===== src/hw/rtl/assert_macros.svh =====
// Assertion helpers shared by the RTL files.
`ifndef ASSERT_MACROS_SVH
`define ASSERT_MACROS_SVH

`ifndef SYNTH

// Same-cycle implication, sampled at the rising edge, off during reset.
`define ASSERT_IMPLY(label, clk, rst, ante, cons) \
  label: assert property (@(posedge clk) disable iff (rst) (ante) |-> (cons)) \
    else $error("assertion failed");

// Next-cycle implication, sampled at the rising edge, off during reset.
`define ASSERT_NEXT(label, clk, rst, ante, cons) \
  label: assert property (@(posedge clk) disable iff (rst) (ante) |=> (cons)) \
    else $error("assertion failed");

`else

`define ASSERT_IMPLY(label, clk, rst, ante, cons)
`define ASSERT_NEXT(label, clk, rst, ante, cons)

`endif

`endif


===== src/hw/rtl/fca_pkg.sv =====
package fca_pkg;

  localparam int CNT_W   = 13;  // entry counts, hint, scan position
  localparam int IDX_W   = 12;
  localparam int WORD_W  = 32;
  localparam int ENTRY_W = 28;

  localparam logic [2:0] REQ_LOAD  = 3'd0;
  localparam logic [2:0] REQ_READ  = 3'd1;
  localparam logic [2:0] REQ_ALLOC = 3'd2;
  localparam logic [2:0] REQ_LINK  = 3'd3;
  localparam logic [2:0] REQ_COUNT = 3'd4;

  localparam logic REG_IN_USE   = 1'b0;
  localparam logic REG_EOC_MARK = 1'b1;

  localparam logic [WORD_W-1:0]  ALLOC_MARK     = 32'h0FFF_FFFF;
  localparam logic [CNT_W-1:0]   RESET_IN_USE   = 13'd4096;
  localparam logic [ENTRY_W-1:0] RESET_EOC_MARK = 28'hFFF_FFF8;

  typedef enum logic [2:0] {
    ST_IDLE,
    ST_EXEC,
    ST_RDWAIT,
    ST_SCAN,
    ST_DONE
  } fca_state_t;

  typedef struct packed {
    logic capture;     // latch the incoming word
    logic write_req;   // load or link write
    logic read_req;    // read-next lookup
    logic take_read;   // latch read-next result
    logic scan_init;   // set up allocate or count scan
    logic scan_step;   // advance scan by one entry
    logic scan_close;  // scan ran out without a hit
    logic out_load;    // move result into output register
  } fca_cmd_t;

  typedef struct packed {
    logic [2:0] kind;
    logic       hit;
    logic       scan_end;
    logic       out_free;
  } fca_status_t;

endpackage


===== src/hw/rtl/fca_ctrl.sv =====
`include "assert_macros.svh"

module fca_ctrl (
  input  logic                 clk,
  input  logic                 rst,
  input  logic                 in_valid,
  output logic                 in_ready,
  input  fca_pkg::fca_status_t status,
  output fca_pkg::fca_cmd_t    cmd
);
  import fca_pkg::*;

  fca_state_t state;
  fca_state_t state_next;

  always_ff @(posedge clk) begin
    if (rst) begin
      state <= ST_IDLE;
    end else begin
      state <= state_next;
    end
  end

  always_comb begin
    state_next = state;
    unique case (state)
      ST_IDLE: begin
        if (in_valid) state_next = ST_EXEC;
      end
      ST_EXEC: begin
        if (status.kind == REQ_READ) begin
          state_next = ST_RDWAIT;
        end else if (status.kind == REQ_ALLOC || status.kind == REQ_COUNT) begin
          state_next = ST_SCAN;
        end else begin
          state_next = ST_DONE;
        end
      end
      ST_RDWAIT: state_next = ST_DONE;
      ST_SCAN: begin
        if (status.hit || status.scan_end) state_next = ST_DONE;
      end
      ST_DONE: begin
        if (status.out_free) state_next = ST_IDLE;
      end
      default: state_next = ST_IDLE;
    endcase
  end

  always_comb begin
    in_ready = (state == ST_IDLE);
    cmd = '0;
    unique case (state)
      ST_IDLE: cmd.capture = in_valid;
      ST_EXEC: begin
        cmd.write_req = (status.kind == REQ_LOAD) || (status.kind == REQ_LINK);
        cmd.read_req  = (status.kind == REQ_READ);
        cmd.scan_init = (status.kind == REQ_ALLOC) || (status.kind == REQ_COUNT);
      end
      ST_RDWAIT: cmd.take_read = 1'b1;
      ST_SCAN: begin
        cmd.scan_step  = 1'b1;
        cmd.scan_close = status.scan_end;
      end
      ST_DONE: cmd.out_load = status.out_free;
      default: cmd = '0;
    endcase
  end

  `ASSERT_NEXT(a_accept_exec, clk, rst, in_valid && in_ready, state == ST_EXEC)

endmodule


===== config.mk =====
export PLATFORM = sky130hd
export DESIGN_NAME = fca_ctrl
export DESIGN_NICKNAME = d
export VERILOG_FILES = /design/src/hw/rtl/fca_pkg.sv /design/src/hw/rtl/fca_ctrl.sv
export VERILOG_INCLUDE_DIRS = /design/src /design/src/hw/rtl
export SDC_FILE = /design/constraint.sdc
export NUM_CORES = 1
export LEC_CHECK = 0
export BUFFER_PORTS_ARGS = -buffer_cell sky130_fd_sc_hd__buf_2
export CORE_AREA = 4 4 41 43
export CTS_CLUSTER_DIAMETER = 200
export DETAILED_ROUTE_END_ITERATION = 16
export DIE_AREA = 0 0 45 47
export GPL_ROUTABILITY_DRIVEN = 0
export PLACE_DENSITY = 0.52
export SYNTH_ARGS = -nofsm -noshare
export SYNTH_HDL_FRONTEND = slang
export SYNTH_SLANG_ARGS = --single-unit

===== constraint.sdc =====
create_clock -name clk -period 3.7 [get_ports clk]
set_input_delay 0.37 -clock clk [delete_from_list [all_inputs] [get_ports clk]]
set_output_delay 0.37 -clock clk [all_outputs]
set_load 0.01 [all_outputs]

; ---- Yosys cells after proc, flatten, opt, wreduce, memory -nomap -nowiden
; Index checks and enable logic that the tools add are counted.
[word_totals]
reg_bits = 3
inputBits = 9
out_inout_bits = 9
word_cells = 30
[classes]
eq_ne = 11
muxes = 12
n_reduce_logical = 6
[op_table]
columns = op, count
row1 = $mux 3, 5
row2 = $pmux 3 s5, 1
row3 = $eq 3x2->1 const B, 4
row4 = $eq 3x1->1 const B, 2
row5 = $eq 3x3->1 const B, 2
row6 = $logic_not 3->1, 2
row7 = $ne 2x2->1 const B, 3
row8 = $mux 1, 4
row9 = $mux 2, 2
row10 = $logic_or 1x1->1, 3
row11 = $reduce_and 3->1, 1

; ---- Logic depth before layout (Yosys ltp)
; Gate-level depths: netlist (run 1).
[logic_depth]
word_depth = 5
depth_mapped = 4
ltp_nobuf = 3

; ---- Worst setup path before layout (run 1)
; Ideal clock, no wire load.
[synth_timing]
path_type = flip-flop to output port
start = reg state[2]
end = out cmd[5] (netlist name)
arrival_time_ps = 1198
path_slack_ps = 2132
path_stages_with_launch = 4
path_buffers = 1
cell_sequence = dfxtp_1 > buf_2 > or3b_4 > nor4b_2
[synth_rtl]
columns = item, line
row1 = start: declaration, fca_ctrl.sv:13  ; fca_state_t state;
row2 = start signal: assignment, fca_ctrl.sv:20  ; state <= state_next;
row3 = end: declaration, fca_ctrl.sv:9  ; output fca_pkg::fca_cmd_t cmd

==> results of run 1 <==
-- metal layers --
layer / GRT usage, % / vias up / share of wire (%)
li1: - / 171 / -
met1: 10.9 / 135 / 50
met2: 11.9 / 12 / 41
met3: 4.60 / 2 / 7.6
met4: 3.51 / 0 / 1.0
met5: 0 / - / 0
-- power by group through the flow --
stage,registers (mW),clock network (mW),logic [mW]
floorplan,0.0388,0,0.0337
global placement,0.0428,0,0.0473
detailed placement,0.0432,0,0.0471
CTS,0.0432,0.0611,0.0473
global route,0.0441,0.0622,0.0514
finish,0.0430,0.0586,0.0464
-- critical path, cell delays in order, from the launching register on --
cell and delay (ps):
dfxtp_1 440, or3b_4 450, nor4b_2 240, buf_2 160
-- cell families after synthesis --
logic type                count (synthesis)  synth area share, %
buffers and inverters                     4                 6.22
xor gates and xnor gates                  2                 6.22
DFF                                       3                 21.3
and+or+nand+nor                          17                 44.4
AOI/OAI and AO/OA                         8                 21.8
-- layout by cell type (no fill, tap or decap) --
cell / count
nand2b_1: 1
xnor2_1: 2
o31ai_1: 1
and4b_1: 1
nor3_4: 1
nor2_1: 2
and2_1: 2
clkbuf_4: 3
o21ai_0: 2
and3_1: 2
nor2b_1: 1
or3b_4: 1
inv_1: 2
nor3_1: 4
dfxtp_1: 3
a221oi_1: 1
clkbuf_1: 1
o221ai_1: 2
nor3b_1: 1
a31o_1: 1
o31a_1: 1
buf_2: 17
nor4b_2: 1
-- worst paths after layout --
check                           slack [ps]               endpoint  cells after the start
worst max-delay path                  1810                 cmd[5]                      3
worst min-delay path                   340  state[2]$_SDFFE_PP0P_                      2
worst max register to register        2430  state[0]$_SDFFE_PP0P_                      3
worst min register to register         590  state[2]$_SDFFE_PP0P_                      2
-- stage by stage --
stage	cell area (um^2)	power, mW
final	402	0.148
after floorplan	282	0.0725
after global placement	375	0.0901
after CTS	402	0.152
after detailed placement	375	0.0903
after global routing	402	0.158
-- final cells by class --
cell class                 instances  area, um^2
fill                             158         900
timing repair buffer              17        85.1
sequential                         3        60.1
clock buffer                       4        26.3
inverter                           2        7.51
tap                               15        18.8
multi-input combinational         27         204
==> results.cfg, run 1 <==
[timing]
hold_ws_ps = 339
finalMaxSlewViolations = 0
worstMarginPinSlew_ps = 327
period_share_pct = 51.1
min_period_ps = 1890
clock_skew_ps = 3.07
worst_slack_ps = 1810
rsz0062_at_grt = no
fin_tns_setup_ps = 0
max_freq_mhz = 529
finalSetupViolCount = 0
relSlewSlack_pct = 78.1
finalHoldViolCount = 0

[clock_network]
cts.sinks = 3
insertion_delay_ps = 230
post_cts_resize_count = 0
cts_max_level = 1
cts.clk_slew.worst_paths_ps = 40
cts_tree = done
cts_setup_buffers = 0
ctsRootBufferMaster = clkbuf_4
max-clock-path-buffers = 2
cts_buffers = 3
cts_hold_buf = 0

[worst_setup_path]
rr_startpoint = state[0]$_SDFFE_PP0P_
start_kind = flop
required_ps = 3330
critPathKind = reg2out
cp_max_fo = 8
critPathArrivalTime_ps = 1520
cp-end-kind = output pin
startpoint = state[0]$_SDFFE_PP0P_

[yosys]
synth_edf_count = 0
synth.yosys.warnings = 0
synth_cell_type_count = 21
synthTopCellsByArea = dfxtp_1 (21%), nor3_1 (7.1%), o221ai_1 (6.2%), xnor2_1 (6.2%), nor3_4 (5.8%)
syn-num-nets = 43
ys_ff_latch = 3
synth_top_area_share_pct = 21.3
synth_commonest_cells = nor3_1 (4), dfxtp_1 (3)
synth_top_area_cell = dfxtp_1
async_reset_ff_share_pct = 0
post-synth-top-count-cell = nor3_1
synth_area_um2 = 282
seq_area_frac_synth_pct = 21.3
syn_area_per_cell_um2 = 8.28
syn_inst = 34
synthFlopType = dfxtp_1

[layout]
regMostFlops = state
nets = 63
drive_above_1_share_pct = 43.4
synthToLayoutAreaGrowth_pct = 42.7
largest_reg_flops = 3
finalCoreUtilization_pct = 30.9
reg_top3 = state (3)
final_cells = 68
diodes = 0

[pwr]
p_leak_nw = 0.186
power_switching_share_pct = 32.9
p_clk_share_pct = 39.6
share_comb_of_total_power_pct = 31.4
seq_power_share_pct = 29.0
intPower_mw = 0.0993
powerDensity_mw_per_mm2 = 368
switchingPower_mw = 0.0487
ir_worst_vdd_uv = 191

[die]
die_h_um = 47
dieWidth_um = 45
die-area_mm2 = 0.00212
ios = 18
fp.coreArea_mm2 = 0.00130
rows = 13
initial_core_util_pct = 21.6

[route]
drc = 0
routed_wl_um = 780
vias = 320
first_iter_violations = 4
firstDrtPassIters = 2
ant_nets = 0
wl_per_cell_um = 11.5
viasPerCell = 4.71

[global_route]
grt_pass1_vias = 289
grt_first_pass_wirelength_um = 1270
grt_usage_pct = 8.54
grt_max_degree = 12
antenna_found_initial = 0
gr-total-overflow = 0

[hold_path]
min-delay-path-class = in2reg
hp-start = rst

[placed_design]
port-buffer-count = 17
detailed_place_hpwl_um = 629
post-place-cells = 64
place_worst_setup_slack_ps = 2050

[outcome]
status = finished, final reports clean

[job]
cap_violations = 0
No activity file was read; power rests on OpenSTA's default activity.
==> run 2: changes to the inputs <==
--- a/config.mk
+++ b/config.mk
@@ -6,13 +6,14 @@
 export SDC_FILE = /design/constraint.sdc
 export NUM_CORES = 1
 export LEC_CHECK = 0
+export ABC_AREA = 1
 export BUFFER_PORTS_ARGS = -buffer_cell sky130_fd_sc_hd__buf_2
 export CORE_AREA = 4 4 41 43
 export CTS_CLUSTER_DIAMETER = 200
 export DETAILED_ROUTE_END_ITERATION = 16
 export DIE_AREA = 0 0 45 47
 export GPL_ROUTABILITY_DRIVEN = 0
-export PLACE_DENSITY = 0.52
+export PLACE_DENSITY = 0.54
 export SYNTH_ARGS = -nofsm -noshare
 export SYNTH_HDL_FRONTEND = slang
 export SYNTH_SLANG_ARGS = --single-unit
==> constraint.sdc (replaced) <==
create_clock -name clk -period 1.6 [get_ports clk]
set_input_delay 0.16 -clock clk [delete_from_list [all_inputs] [get_ports clk]]
set_output_delay 0.16 -clock clk [all_outputs]
set_load 0.01 [all_outputs]
==> run 2 against run 1 <==
Flip-flop and latch count is the same. Via count rose by 13%. Synthesized area increased by 1.3%. Combinational power rose to 3.4 times the previous value. Die area stayed put. Clock skew fell by 2.8 ps. Worst setup slack worse by 1600 ps. Non-clock buffer count stayed put. Largest power group is now combinational logic. Highest routed layer is now met3.
==> results.cfg, run 2 <==
[worst_setup_path]
r2r-end = state[2]$_SDFFE_PP0P_
r2r_cells = 6
critPathKind = reg2out
cp_max_fo = 5
rr_startpoint = state[2]$_SDFFE_PP0P_
start_kind = flop
crit_chain = nor3b_2 -> inv_2 -> a21oi_1 -> buf_2
slowest_delay_ps = 350
startpoint = state[2]$_SDFFE_PP0P_
critPathArrivalTime_ps = 1190
required_ps = 1440
cp-end-kind = output pin
r2r_setup_slack_ps = 500
crit_path_end = cmd[6]
cp_slowest_cell = dfxtp_1

[layout]
nets = 82
regMostFlops = state
reg_top3 = state (3)
final_cells = 87
largest_reg_flops = 3
drive_above_1_share_pct = 38.9
seq_area_um2 = 60.1
multi_input_area_um2 = 191
final_cell_mix = buf_2 (17), nand2_1 (12), nor2_1 (9), inv_1 (7), nand3_1 (7)
final_common_cell = buf_2
finalCoreUtilization_pct = 31.9
diodes = 0
synthToLayoutAreaGrowth_pct = 45.6
fillCellCount = 170

[timing]
worstMarginPinSlew_ps = 242
hold_ws_ps = 115
finalSetupViolCount = 0
min_period_ps = 1350
relSlewSlack_pct = 83.8
fin_tns_setup_ps = 0
finalMaxSlewViolations = 0
max_freq_mhz = 743
period_share_pct = 84.2
finalHoldViolCount = 0
clock_skew_ps = 0.310
rsz0062_at_grt = no

[route]
first_iter_violations = 7
ant_nets = 0
firstDrtPassIters = 4
vias = 361
wl_per_cell_um = 8.02
routed_wl_um = 698
drc = 0
viasPerCell = 4.15

[die]
die_h_um = 47
dieWidth_um = 45
initial_core_util_pct = 21.9
fp.coreArea_mm2 = 0.00130
rows = 13
ios = 18
die-area_mm2 = 0.00212

[pwr]
finalPower_mw = 0.392
ir_worst_vdd_uv = 237
powerDensity_mw_per_mm2 = 945
p_leak_nw = 0.242

[global_route]
grt_first_pass_wirelength_um = 1200
grt_max_degree = 6
grt_pass1_vias = 314
grt_usage_pct = 7.50
antenna_found_initial = 0
gr-total-overflow = 0

[yosys]
synth_top_family_by_area = simple AND/OR/NAND/NOR gates
synth_cell_type_count = 13
syn_inst = 51
synth.yosys.warnings = 0
synth-adder-area-share_pct = 0
synthTopCellsByArea = dfxtp_1 (21%), nand2_1 (16%), nand3_1 (12%), nor2_1 (12%), inv_1 (9.2%)
synthFlopType = dfxtp_1
seq_area_frac_synth_pct = 21.1
synth_edf_count = 0
post-synth-top-count-cell = nand2_1
synth_top_area_share_pct = 21.1
syn_area_per_cell_um2 = 5.59
synth-simple-area-share_pct = 61.8
synth_top_area_cell = dfxtp_1
synth-compound-area-share_pct = 5.26
async_reset_ff_share_pct = 0
ys_ff_latch = 3
synth_mux_area_share_pct = 0
synth-xor-area-share_pct = 0
synth_commonest_cells = nand2_1 (12), nor2_1 (9), inv_1 (7), nand3_1 (7)
syn-num-nets = 60
synth_area_um2 = 285

[clock_network]
cts_buffers = 3
cts_hold_buf = 0
ctsRootBufferMaster = clkbuf_4
post_cts_resize_count = 0
max-clock-path-buffers = 2
cts_tree = done
insertion_delay_ps = 230
cts.sinks = 3
cts_max_level = 1
cts.clk_slew.worst_paths_ps = 40
cts_setup_buffers = 0

[placed_design]
detailed_place_hpwl_um = 590
post-place-cells = 83
port-buffer-count = 17

[job]
cap_violations = 0

[hold_path]
min-delay-path-class = in2reg

[outcome]
status = finished, final reports clean
-- run 2: worst min-delay path by stage --
stage               slack [ps]  depth (start not counted)                    end  from
floorplan                  230                          1  state[0]$_SDFFE_PP0P_   rst
global placement           360                          2  state[1]$_SDFFE_PP0P_   rst
detailed placement         350                          2  state[0]$_SDFFE_PP0P_   rst
CTS                        110                          2  state[0]$_SDFFE_PP0P_   rst
global route               120                          2  state[0]$_SDFFE_PP0P_   rst
finish                     120                          2  state[0]$_SDFFE_PP0P_   rst
-- run 2: cell type report --
type                    count  area share [%]
inverters                   9            8.13
clock buffers               4            6.33
repair buffers             17            20.5
multi-input cells          39            46.1
flip-flops and latches      3            14.5
well taps                  15            4.52
-- run 2: kinds of logic (layout without fill, tap and decap cells) --
group                  count (synthesis)  after routing
AO/OA/AOI/OAI                          3              3
buffers and inverters                  9             30
flip-flops                             3              3
AND/OR/NAND/NOR                       36             36
-- run 2: where the power goes --
part / internal [mW] / switching, mW
logic: 0.0651 / 0.0937
clock network: 0.0933 / 0.0373
registers: 0.0881 / 0.0148
-- run 2: metal layers --
metal  vias up  global-route usage, %  share of wire (%)
met5         -                      0                  0
met4         0                   1.75                  0
met3         0                   2.30                5.9
met2        10                   11.3                 40
met1       152                   10.4                 53
li1        199                      -                  -
-- run 2: stage by stage --
stage          setup WS (ps)  instance area, um^2
2_1_floorplan            561                  285
3_3_place_gp             489                  389
3_5_place_dp             495                  389
4_1_cts                  243                  415
5_1_grt                  113                  415
6_report                 254                  415
-- run 2: worst max-delay path: cells and delay by family (launching register included) --
family	cells	cell delay (ps)
AO/OA/AOI/OAI	1	110
flip-flops	1	350
buffers and inverters	2	220
AND/OR/NAND/NOR	1	280
==> run 3: changes to the inputs <==
==> constraint.sdc (replaced) <==
create_clock -name clk -period 1.19 [get_ports clk]
set_input_delay 0.119 -clock clk [delete_from_list [all_inputs] [get_ports clk]]
set_output_delay 0.119 -clock clk [all_outputs]
set_load 0.01 [all_outputs]
==> run 3 against run 2 <==
Highest routed layer unchanged. The run now ends with negative setup slack left. Count of clock-buffer cells in the layout stayed put. Critical path depth unchanged. Cell count up 4.6%. Non-clock buffer count is 4 higher. Power is 49% higher. Routed wire length grew 4.6%. Global-route usage up 1.1 points. Register-to-register slack worse by 530 ps.
==> results.cfg, run 3 (same netlist as run 2, synthesis figures left out) <==
[route]
viasPerCell = 4.05
met2_length_um = 327
first_iter_violations = 3
wl_per_cell_um = 8.02
ant_nets = 0
routed_wl_um = 730
vias = 369
wl_met1_um = 358
firstDrtPassIters = 4
drc = 0
route.met3.wl_um = 44
top_layer = met3

[pwr]
ir_worst_vdd_uv = 349
p_leak_nw = 0.264
powerDensity_mw_per_mm2 = 1210

[timing]
min_period_ps = 1270
finalMaxSlewViolations = 0
relSlewSlack_pct = 85.3
rsz0062_at_grt = yes
worst_slack_ps = -78.0
max_freq_mhz = 789
period_share_pct = 107
clock_skew_ps = 0.530
finalHoldViolCount = 0
worstMarginPinSlew_ps = 220
finalSetupViolCount = 5

[layout]
synthToLayoutAreaGrowth_pct = 69.3
postLayoutCellArea_um2 = 483
reg_top3 = state (3)
drive_above_1_share_pct = 50.0
final_cell_mix = buf_2 (15), nand2_1 (11), nor2_1 (9), inv_1 (7), nand3_1 (7)
regMostFlops = state
fillCellCount = 160
final_common_cell = buf_2
nets = 86
multi_input_area_um2 = 208
seq_area_um2 = 68.8
diodes = 0
largest_reg_flops = 3

[placed_design]
post_dp_cell_area_um2 = 389
detailed_place_hpwl_um = 590
place_worst_setup_slack_ps = 94.2
port-buffer-count = 17

[worst_setup_path]
critPathArrivalTime_ps = 1150
start_kind = flop
cp_max_fo = 4
critPathKind = reg2out
rr_startpoint = state[2]$_SDFFE_PP0P_
cp-end-kind = output pin
required_ps = 1070
r2r_cells = 7
r2r-end = state[0]$_SDFFE_PP0P_
r2r_setup_slack_ps = -30

[die]
fp.coreArea_mm2 = 0.00130
rows = 13
dieWidth_um = 45
initial_core_util_pct = 21.9
die-area_mm2 = 0.00212
ios = 18
die_h_um = 47

[global_route]
grt_pass1_vias = 340
antenna_found_initial = 0
grt_first_pass_wirelength_um = 1260
grt_max_degree = 6
gr-total-overflow = 0
grt_usage_pct = 8.60

[hold_path]
hp-start = rst
hold_end = state[0]$_SDFFE_PP0P_
min-delay-path-class = in2reg
hold_depth = 2

[clock_network]
max-clock-path-buffers = 2
cts_max_level = 1
cts_hold_buf = 0
cts.clk_slew.worst_paths_ps = 40
cts.sinks = 3
cts_buffers = 3
ctsRootBufferMaster = clkbuf_4
cts_tree = done
insertion_delay_ps = 230

[job]
cap_violations = 0

[outcome]
status = complete, but fails checks
violations = negative setup slack
run 3: cell types whose count changed in the layout (fill, tap and decap cells not counted), sizes merged:
cell / previous run / this run
buf: 17 / 21
run 3: repair_timing:
item / CTS / global route
setup endpoints to repair: 5 / 8
gates resized for setup: 8 / 3
setup buffers: 2 / 2
pin swaps: 2 / 2
run 3: per-stage QoR:
stage / setup TNS [ps] / hold slack [ps] / power [mW] / instances / util [%]
3_3_place_gp: 0 / 322 / 0.354 / 83 / 29.9
5_1_grt: -938 / 64.1 / 0.647 / 91 / 37.1
3_5_place_dp: 0 / 322 / 0.355 / 83 / 29.9
4_1_cts: -316 / 63.1 / 0.574 / 89 / 35.3
6_report: -218 / 72.8 / 0.583 / 91 / 37.1
2_1_floorplan: 0 / 188 / 0.285 / 51 / -
run 3: cell type report:
class	count	area share [%]
Sequential cell	3	14.2
Inverter	9	6.99
Clock buffer	4	5.44
Tap cell	15	3.89
Multi-Input combinational cell	39	43.0
Timing Repair Buffer	21	26.4
run 3: worst max-delay path by stage:
stage	startpoint	end	slack, ps	cells past startpoint
5_1_grt	state[2]$_SDFFE_PP0P_	cmd[6]	-170	4
6_report	state[2]$_SDFFE_PP0P_	cmd[6]	-80	4
4_1_cts	state[1]$_SDFFE_PP0P_	cmd[6]	-100	4
3_3_place_gp	state[0]$_SDFFE_PP0P_	cmd[6]	100	4
2_1_floorplan	state[1]$_SDFFE_PP0P_	state[2]$_SDFFE_PP0P_	150	6
3_5_place_dp	state[0]$_SDFFE_PP0P_	cmd[6]	90	4
run 3: critical path: stages (launching register included):
cell	delay, ps
dfxtp_4	350
nor3b_4	250
inv_2	90
a21oi_2	100
buf_2	130
run 3: per-layer routing:
| layer | global-route usage, % | vias up |
|---|---|---|
| met1 | 9.52 | 149 |
| met3 | 4.60 | 0 |
| met4 | 5.26 | 0 |
| met5 | 0 | - |
| met2 | 13.0 | 10 |
| li1 | - | 210 |
run 3: report_power, final:
| group | internal (mW) | switching, mW | total, mW |
|---|---|---|---|
| Sequential | 0.122 | 0.0220 | 0.144 |
| Combinational | 0.122 | 0.138 | 0.261 |
| Clock | 0.126 | 0.0520 | 0.178 |
